**src/hw/rtl/sbe_pkg.sv**
```systemverilog
// Shared types and constants for the stochastic bitstream encoder.
package sbe_pkg;

  localparam int MAX_STREAM_LENGTH = 64;
  localparam int VALUE_FRAC_BITS   = 16;

  localparam int VALUE_W  = VALUE_FRAC_BITS + 1;
  localparam int LEN_W    = 7;
  localparam int DATA_W   = 32;
  localparam int PROD_W   = VALUE_W + DATA_W;
  localparam int STEP_W   = PROD_W - VALUE_FRAC_BITS;
  localparam int ACC_W    = DATA_W + 2;
  localparam int ADDR_W   = 4;

  localparam logic [VALUE_W-1:0] VALUE_ONE  = VALUE_W'(1) << VALUE_FRAC_BITS;
  localparam logic [VALUE_W-1:0] VALUE_HALF = VALUE_W'(1) << (VALUE_FRAC_BITS - 1);
  localparam logic [PROD_W-1:0]  ROUND_HALF = PROD_W'(1) << (VALUE_FRAC_BITS - 1);

  localparam logic [DATA_W-1:0] LFSR_DEFAULT = 32'h0000_ACE1;
  localparam logic [DATA_W-1:0] LFSR_POLY    = 32'h8020_0003;
  localparam logic [DATA_W-1:0] FULL_SCALE   = 32'hFFFF_FFFF;

  localparam logic [LEN_W-1:0] LEN_MAX = LEN_W'(MAX_STREAM_LENGTH);
  localparam logic [LEN_W-1:0] LEN_ONE = LEN_W'(1);

  localparam logic [1:0] MODE_BINARY = 2'd0;
  localparam logic [1:0] MODE_DELTA  = 2'd1;
  localparam logic [1:0] MODE_LFSR   = 2'd2;

  localparam logic [1:0] REG_MODE   = 2'd0;
  localparam logic [1:0] REG_LENGTH = 2'd1;
  localparam logic [1:0] REG_SCALE  = 2'd2;
  localparam logic [1:0] REG_SEED   = 2'd3;

  typedef struct packed {
    logic [1:0]        encoding_mode;
    logic [LEN_W-1:0]  bits_per_word;
    logic [DATA_W-1:0] ds_scale;
    logic [DATA_W-1:0] lfsr_seed;
  } cfg_t;

  typedef enum logic [1:0] {
    S_IDLE,
    S_MUL,
    S_PREP,
    S_RUN
  } state_t;

  typedef struct packed {
    logic load;
    logic mul;
    logic prep;
    logic emit;
  } cmd_t;

  typedef struct packed {
    logic out_free;
    logic final_bit;
  } sts_t;

endpackage

```
**src/hw/rtl/stochastic_bitstream_encoder_core.sv**
```systemverilog
// Top level of the stochastic bitstream encoder: registers, controller and datapath.
//
//  channel   direction  handshake             payload
//  input     in         in_valid / in_stall   feature_value[16:0]
//  output    out        out_valid / out_stall stream_bit, last_bit
//  config    in         psel/penable/pready   paddr[3:0], pwdata[31:0], prdata[31:0]
//
// Each word passes through the multiplier and prepare steps, then one bit per cycle while the output is not stalled.
// The input is stalled from an accepted word until its final bit is emitted; binary mode gives a single bit per word.
// The next word is accepted once the final bit sits in the output register.
// A stalled output holds the bit generator until the register is taken.
// Reset is synchronous and restores the register defaults and an empty output.
module stochastic_bitstream_encoder_core (
  input  logic                         clk,
  input  logic                         rst,
  input  logic                         in_valid,
  output logic                         in_stall,
  input  logic [sbe_pkg::VALUE_W-1:0]  feature_value,
  output logic                         out_valid,
  input  logic                         out_stall,
  output logic                         stream_bit,
  output logic                         last_bit,
  input  logic                         psel,
  input  logic                         penable,
  input  logic                         pwrite,
  input  logic [sbe_pkg::ADDR_W-1:0]   paddr,
  input  logic [sbe_pkg::DATA_W-1:0]   pwdata,
  output logic [sbe_pkg::DATA_W-1:0]   prdata,
  output logic                         pready
);

  sbe_pkg::cfg_t cfg;
  sbe_pkg::cmd_t cmd;
  sbe_pkg::sts_t sts;

  sbe_regs u_regs (
    .clk     (clk),
    .rst     (rst),
    .psel    (psel),
    .penable (penable),
    .pwrite  (pwrite),
    .paddr   (paddr),
    .pwdata  (pwdata),
    .prdata  (prdata),
    .pready  (pready),
    .cfg     (cfg)
  );

  sbe_ctrl u_ctrl (
    .clk      (clk),
    .rst      (rst),
    .in_valid (in_valid),
    .in_stall (in_stall),
    .sts      (sts),
    .cmd      (cmd)
  );

  sbe_dpath u_dpath (
    .clk           (clk),
    .rst           (rst),
    .cfg           (cfg),
    .cmd           (cmd),
    .sts           (sts),
    .feature_value (feature_value),
    .out_valid     (out_valid),
    .out_stall     (out_stall),
    .stream_bit    (stream_bit),
    .last_bit      (last_bit)
  );

endmodule

```
**src/hw/rtl/sbe_regs.sv**
```systemverilog
// Configuration register file behind the APB-style port.
module sbe_regs (
  input  logic                        clk,
  input  logic                        rst,
  input  logic                        psel,
  input  logic                        penable,
  input  logic                        pwrite,
  input  logic [sbe_pkg::ADDR_W-1:0]  paddr,
  input  logic [sbe_pkg::DATA_W-1:0]  pwdata,
  output logic [sbe_pkg::DATA_W-1:0]  prdata,
  output logic                        pready,
  output sbe_pkg::cfg_t               cfg
);

  logic       wr_en;
  logic [1:0] reg_sel;

  assign pready  = 1'b1;
  assign wr_en   = psel && penable && pwrite;
  assign reg_sel = paddr[3:2];

  always_ff @(posedge clk) begin
    if (rst) begin
      cfg.encoding_mode <= sbe_pkg::MODE_BINARY;
      cfg.bits_per_word <= sbe_pkg::LEN_MAX;
      cfg.ds_scale      <= 32'h0001_0000;
      cfg.lfsr_seed     <= '0;
    end else if (wr_en) begin
      unique case (reg_sel)
        sbe_pkg::REG_MODE:   cfg.encoding_mode <= pwdata[1:0];
        sbe_pkg::REG_LENGTH: cfg.bits_per_word <= pwdata[sbe_pkg::LEN_W-1:0];
        sbe_pkg::REG_SCALE:  cfg.ds_scale      <= pwdata;
        sbe_pkg::REG_SEED:   cfg.lfsr_seed     <= pwdata;
      endcase
    end
  end

  always_comb begin
    unique case (reg_sel)
      sbe_pkg::REG_MODE:   prdata = {30'd0, cfg.encoding_mode};
      sbe_pkg::REG_LENGTH: prdata = {{(sbe_pkg::DATA_W-sbe_pkg::LEN_W){1'b0}},
                                     cfg.bits_per_word};
      sbe_pkg::REG_SCALE:  prdata = cfg.ds_scale;
      sbe_pkg::REG_SEED:   prdata = cfg.lfsr_seed;
    endcase
  end

endmodule

```
**src/hw/rtl/sbe_ctrl.sv**
```systemverilog
// Controller state machine that sequences one feature word through the datapath.
module sbe_ctrl (
  input  logic          clk,
  input  logic          rst,
  input  logic          in_valid,
  output logic          in_stall,
  input  sbe_pkg::sts_t sts,
  output sbe_pkg::cmd_t cmd
);

  sbe_pkg::state_t state, state_next;

  always_ff @(posedge clk) begin
    if (rst) begin
      state <= sbe_pkg::S_IDLE;
    end else begin
      state <= state_next;
    end
  end

  always_comb begin
    state_next = state;
    cmd        = '0;
    in_stall   = 1'b1;
    unique case (state)
      sbe_pkg::S_IDLE: begin
        in_stall = 1'b0;
        if (in_valid) begin
          cmd.load   = 1'b1;
          state_next = sbe_pkg::S_MUL;
        end
      end
      sbe_pkg::S_MUL: begin
        cmd.mul    = 1'b1;
        state_next = sbe_pkg::S_PREP;
      end
      sbe_pkg::S_PREP: begin
        cmd.prep   = 1'b1;
        state_next = sbe_pkg::S_RUN;
      end
      sbe_pkg::S_RUN: begin
        if (sts.out_free) begin
          cmd.emit = 1'b1;
          if (sts.final_bit) begin
            state_next = sbe_pkg::S_IDLE;
          end
        end
      end
    endcase
  end

  a_accept_starts: assert property (@(posedge clk) disable iff (rst)
    (in_valid && !in_stall) |=> state == sbe_pkg::S_MUL)
    else $error("accepted word did not start the multiply step");

  a_mul_then_prep: assert property (@(posedge clk) disable iff (rst)
    state == sbe_pkg::S_MUL |=> state == sbe_pkg::S_PREP)
    else $error("multiply step not followed by prepare step");

  a_run_holds: assert property (@(posedge clk) disable iff (rst)
    (state == sbe_pkg::S_RUN && !(cmd.emit && sts.final_bit)) |=> state == sbe_pkg::S_RUN)
    else $error("stream left before its final bit");

  a_final_to_idle: assert property (@(posedge clk) disable iff (rst)
    (cmd.emit && sts.final_bit) |=> state == sbe_pkg::S_IDLE)
    else $error("final bit did not return the controller to idle");

endmodule

```
**src/hw/rtl/sbe_dpath.sv**
```systemverilog
// Datapath: multiplier, delta-sigma accumulator, LFSR, bit counter and output register.
module sbe_dpath (
  input  logic                         clk,
  input  logic                         rst,
  input  sbe_pkg::cfg_t                cfg,
  input  sbe_pkg::cmd_t                cmd,
  output sbe_pkg::sts_t                sts,
  input  logic [sbe_pkg::VALUE_W-1:0]  feature_value,
  output logic                         out_valid,
  input  logic                         out_stall,
  output logic                         stream_bit,
  output logic                         last_bit
);

  logic [sbe_pkg::VALUE_W-1:0] value;
  logic [sbe_pkg::VALUE_W-1:0] value_sat;
  logic [sbe_pkg::PROD_W-1:0]  prod;
  logic [sbe_pkg::PROD_W-1:0]  prod_rnd;
  logic [sbe_pkg::STEP_W-1:0]  step_or_threshold;
  logic signed [sbe_pkg::ACC_W-1:0] sigma_accumulator;
  logic signed [sbe_pkg::ACC_W-1:0] acc_sum;
  logic signed [sbe_pkg::ACC_W-1:0] acc_thr;
  logic signed [sbe_pkg::ACC_W-1:0] acc_scale;
  logic [sbe_pkg::DATA_W-1:0]  lfsr_register;
  logic [sbe_pkg::DATA_W-1:0]  lfsr_next;
  logic [sbe_pkg::DATA_W-1:0]  mul_operand;
  logic [sbe_pkg::LEN_W-1:0]   bit_counter;
  logic [sbe_pkg::LEN_W-1:0]   len_eff;
  logic                        is_delta;
  logic                        is_lfsr;
  logic                        delta_bit;
  logic                        bit_value;

  assign is_delta = cfg.encoding_mode == sbe_pkg::MODE_DELTA;
  assign is_lfsr  = cfg.encoding_mode == sbe_pkg::MODE_LFSR;

  assign value_sat = (feature_value > sbe_pkg::VALUE_ONE) ? sbe_pkg::VALUE_ONE
                                                          : feature_value;

  always_comb begin
    if (!(is_delta || is_lfsr)) begin
      len_eff = sbe_pkg::LEN_ONE;
    end else if (cfg.bits_per_word == '0) begin
      len_eff = sbe_pkg::LEN_ONE;
    end else if (cfg.bits_per_word > sbe_pkg::LEN_MAX) begin
      len_eff = sbe_pkg::LEN_MAX;
    end else begin
      len_eff = cfg.bits_per_word;
    end
  end

  assign mul_operand = is_delta ? cfg.ds_scale : sbe_pkg::FULL_SCALE;
  assign prod_rnd    = prod + (is_delta ? sbe_pkg::ROUND_HALF : '0);

  assign acc_scale = $signed({2'b00, cfg.ds_scale});
  assign acc_thr   = $signed({3'b000, cfg.ds_scale[sbe_pkg::DATA_W-1:1]});
  assign acc_sum   = sigma_accumulator
                   + $signed({{(sbe_pkg::ACC_W-sbe_pkg::STEP_W){1'b0}}, step_or_threshold});
  assign delta_bit = acc_sum > acc_thr;

  assign lfsr_next = (lfsr_register >> 1) ^ (lfsr_register[0] ? sbe_pkg::LFSR_POLY : '0);

  always_comb begin
    if (is_delta) begin
      bit_value = delta_bit;
    end else if (is_lfsr) begin
      bit_value = {1'b0, lfsr_next} <= step_or_threshold;
    end else begin
      bit_value = value >= sbe_pkg::VALUE_HALF;
    end
  end

  assign sts.out_free  = !out_valid || !out_stall;
  assign sts.final_bit = bit_counter == len_eff - sbe_pkg::LEN_ONE;

  always_ff @(posedge clk) begin
    if (cmd.load) begin
      value <= value_sat;
    end
    if (cmd.mul) begin
      prod <= value * mul_operand;
    end
    if (cmd.prep) begin
      step_or_threshold <= prod_rnd[sbe_pkg::PROD_W-1:sbe_pkg::VALUE_FRAC_BITS];
      sigma_accumulator <= '0;
      lfsr_register     <= (cfg.lfsr_seed != '0) ? cfg.lfsr_seed : sbe_pkg::LFSR_DEFAULT;
    end else if (cmd.emit) begin
      if (is_delta) begin
        sigma_accumulator <= delta_bit ? acc_sum - acc_scale : acc_sum;
      end
      if (is_lfsr) begin
        lfsr_register <= lfsr_next;
      end
    end
    if (cmd.emit) begin
      stream_bit <= bit_value;
      last_bit   <= sts.final_bit;
    end
  end

  always_ff @(posedge clk) begin
    if (rst) begin
      bit_counter <= '0;
      out_valid   <= 1'b0;
    end else begin
      if (cmd.prep) begin
        bit_counter <= '0;
      end else if (cmd.emit) begin
        bit_counter <= bit_counter + sbe_pkg::LEN_ONE;
      end
      if (cmd.emit) begin
        out_valid <= 1'b1;
      end else if (!out_stall) begin
        out_valid <= 1'b0;
      end
    end
  end

endmodule
```
**config.mk**
```make
export PLATFORM = sky130hd
export DESIGN_NAME = stochastic_bitstream_encoder_core
export DESIGN_NICKNAME = d
export VERILOG_FILES = /design/src/hw/rtl/sbe_pkg.sv /design/src/hw/rtl/stochastic_bitstream_encoder_core.sv /design/src/hw/rtl/sbe_regs.sv /design/src/hw/rtl/sbe_ctrl.sv /design/src/hw/rtl/sbe_dpath.sv
export SDC_FILE = /design/constraint.sdc
export NUM_CORES = 2
export LEC_CHECK = 0
export ABC_CLOCK_PERIOD_IN_PS = 8300
export CORE_MARGIN = 2
export CORE_UTILIZATION = 54
export CTS_CLUSTER_SIZE = 16
export DETAILED_ROUTE_END_ITERATION = 7
export DONT_BUFFER_PORTS = 1
export GPL_TIMING_DRIVEN = 0
export PLACE_DENSITY_LB_ADDON = 0.2
export SYNTH_ARGS = -nofsm -noshare
export SYNTH_HDL_FRONTEND = slang
export SYNTH_SLANG_ARGS = --single-unit
```
**constraint.sdc**
```tcl
create_clock -name clk -period 8.3 [get_ports clk]
set_input_delay 1.66 -clock clk [delete_from_list [all_inputs] [get_ports clk]]
set_output_delay 1.66 -clock clk [all_outputs]
set_load 0.005 [all_outputs]
```
==> summary.md <==
| Metric | Value |
|---|---|
| Critical Path, Cell by Cell | `ha_1, clkbuf_4, clkbuf_4, nand2_1, clkbuf_2, nand2_1, fa_1, fa_1, fa_1, fa_1, inv_1, fa_1, fa_1, ha_1, o21a_1, o21ai_0, a211oi_1, a2bb2oi_2, buf_4, a32oi_2, a31o_2, nor2b_1, a31o_2, xor2_1` |
| Post-synth ARST share | `0%` |
| Sequential area share after synthesis | `between 15 and 20%` |
| Maximum fanout along the worst path | `10` |
| CP Capture Type | `register` |
| Largest net degree at the start of global routing | `35` |
| GR Util met1 | `40.0%` |
| Ys flop type | `edfxtp_1` |
| Startpoint types | `register` |
| Post-synth top area share | `around 28%` |
| Area of the multi-input gates | `roughly 23000 µm²` |
| Worst Setup Path Type | `reg2reg` |
| Commonest non-fill, non-tap cells in the layout | `inv_1 (592), nand2_1 (578), fa_1 (449)` |
| Antenna cell count | `0` |
| Synth Warn # | `0` |
| IO Port Bufs | `0` |
| Max-cap check violation count | `0` |
| Clock buffer depth | `3` |
| Routed Antenna Nets | `0` |
| Die Ht | `247 µm` |
| Clock Skews | `between 10 and 15 ps` |
| DR pass1 iterations | `5` |
| Share of layout cells above drive strength 1 | `approximately 4.4%` |
| Post-DP HPWL | `75400 µm` |
| Die footprint | `between 60000 and 70000 µm²` |
| Max Fclk | `123 MHz` |
| Min-Delay Path Class | `reg2reg` |
| Tightest Pin Transition | `around 1100 ps` |
| Vias per cell | `roughly 5.7` |
| DR WL/cell | `~21 µm` |
| H-tree depth | `1` |
| Slew Limit Headroom | `between 20% and 30%` |
| Die W | `approximately 250 µm` |
| First DRT Iteration DRCs | `about 1900` |
| # nets final | `about 4400` |
| Critical path's slowest cell | `o21ai_0` |
| Synthesized area | `roughly 32000 µm²` |
| Fillers | `5396` |
| Clock slew seen by the registers of the worst setup and hold paths | `60 ps` |
| Most common library cell in the layout ignoring fill and taps | `inv_1` |
| Met2 Use GR | `about half` |
| Num rows | `89` |
| Min Tclk post-route | `about 8100 ps` |
| Slew Viols, Final | `0` |
| GRT overflow | `0` |
| Area grow syn2layout | `6.52%` |
| Clock Latency Late Sink | `between 500 and 600 ps` |
| Total track usage | `between 30 and 40%` |
| CTS root buffer | `clkbuf_16` |
| Vias in the first global route | `25158` |
| Total area of sequential cells | `5890 µm²` |
| Unique masters post-synth | `85` |
| Status | `finished clean` |
| Busiest grt layer | `met2` |
| Number of CTS-inserted buffers | `28` |
| Io pins | `97` |
| CP required | `between 8000 and 9000 ps` |
| Mapped Cells | `3579` |
| Final Hold Vio Count | `0` |
| Syn_area_per_cell | `between 8 and 9 µm²` |
| CP dominant cell by count | `fa_1` |
| Final GP Congestion | `between 0.9 and 1` |
| Final period utilization | `98.0%` |
| Setup-failing EPs final | `0` |
| Worst Path Arrival | `~8400 ps` |
| Max incr delay on CP | `600 ps` |
| Worst Reg2Reg Path Length in Cells | `24` |
| Worst Hold Depth | `2` |
| Area after DPL | `approximately 33000 µm²` |
| Total clock sinks | `235` |
| Via count | `25109` |
| Synth area leader | `fa_1` |
| CTS tree | `done` |
| First-pass GRT wire length | `roughly 140000 µm` |
| Initial Utilization | `54.3%` |
| Met3 GRT Util | `about 5.5%` |
| Initial antenna violation count | `2` |
| Design area | `approximately 34000 µm²` |
| RSZ-0062 raised after global routing | `no` |
| Final WL | `91000 µm` |
| Post-synth EDFFs | `around 120` |
| Ranking of synthesized cells by area | `fa_1 (28%), edfxtp_1 (11%), ha_1 (10%)` |
| Post-synthesis register bit count | `235` |
| Hold Slack | `457 ps` |
| Core Footprint | `slightly below 60000 µm²` |
| Synthesized Nets | `4347` |
| DR DRC count | `0` |
## sequential cells by signal, summed over array words and instances, names as in the netlist
name                       flops
u_ctrl.state                   2
u_dpath.bit_counter            7
u_dpath.last_bit               1
u_dpath.lfsr_register         32
u_dpath.out_valid              1
u_dpath.prod                  34
u_dpath.sigma_accumulator     34
u_dpath.step_or_threshold     33
u_dpath.stream_bit             1
u_dpath.value                 17
u_regs.cfg                    73
## through the flow
step / TNS [ps] / std cells / utilization [%] / worst slack (ps)
after global routing: 0 / 4404 / 57.8 / 11.3
after CTS: 0 / 4403 / 57.7 / 19.8
after floorplan: 0 / 3579 / - / 1240
after global placement: -12990 / 4352 / 55.9 / -978
after detailed placement: -13060 / 4352 / 56.0 / -975
final: 0 / 4404 / 57.8 / 163
## cells in the mapped netlist, types with 4 or more instances
library cell and number:
ha_1 259, a311o_1 5, nor2_1 101, or3_1 11
a211oi_1 30, o21ai_0 78, dfxtp_1 117, o211ai_1 15
or4_1 5, o21a_1 13, xor2_1 50, nor2b_1 53
o22a_1 9, a21boi_0 10, mux2i_1 58, buf_1 5
buf_2 4, o211a_1 4, nand4_1 40, o21bai_1 8
and4_1 8, fa_1 449, nand2_1 597, edfxtp_1 118
a31oi_1 16, nor4_1 22, nor3_1 22, xnor2_1 85
inv_1 592, and2_1 220, mux2_2 25, a21oi_1 181
clkbuf_1 140, nor3b_1 5, and3_1 23, o21ai_1 5
a22o_1 5, a21o_1 62, nand2b_1 11, o2111ai_1 5
nand3_1 38, a31o_2 4
## cell families after synthesis
kind of cell	share of synthesized area, %
flip-flops	18.5
adder cells (fa/ha/maj)	38.4
AND/OR/NAND/NOR	17.6
XOR/XNOR	3.76
multiplexers	2.85
AO/OA/AOI/OAI	9.94
other	0.0118
buffers and inverters	8.95
## worst max-delay path, delay by kind of cell (launching register included)
family	cells	cell delay, ps
adders and majority gates	8	3660
DFF	1	380
xor gates and xnor gates	1	150
and+or+nand+nor	3	570
AOI/OAI and AO/OA	7	1940
buffers and inverters	5	1140
## final timing paths
kind	start	end	slack, ps
worst max register to register	u_regs.cfg[71]	u_dpath.prod[42]	160
worst max-delay path	u_regs.cfg[71]	u_dpath.prod[42]	160
worst min register to register	u_regs.cfg[36]	u_regs.cfg[36]	460
worst min-delay path	u_regs.cfg[36]	u_regs.cfg[36]	460
## per-layer routing
layer | part of all wire (%) | up-vias
met5 | 0 | -
met4 | 3.8 | 0
met3 | 8.0 | 182
met2 | 46 | 988
met1 | 42 | 12365
li1 | - | 11574
## timing repair
action                     in CTS  in global routing
setup endpoints to repair      25                 14
pin swaps                       1                  0
hold buffers                    0                  0
gates resized for setup        35                 41
setup buffers                   1                  0
## final cells by class
cell class / instances / area share, %
multi-input cells: 2596 / 68.4
flip-flops and latches: 235 / 17.3
inverters: 592 / 6.55
well taps: 773 / 2.85
clock buffers: 41 / 2.48
plain buffers: 154 / 2.00
clock inverters: 11 / 0.306
repair buffers: 2 / 0.103
Power is left out: the tool's default activity adds up to more than one toggle a clock period on the data nets, which glitch-free logic cannot reach.
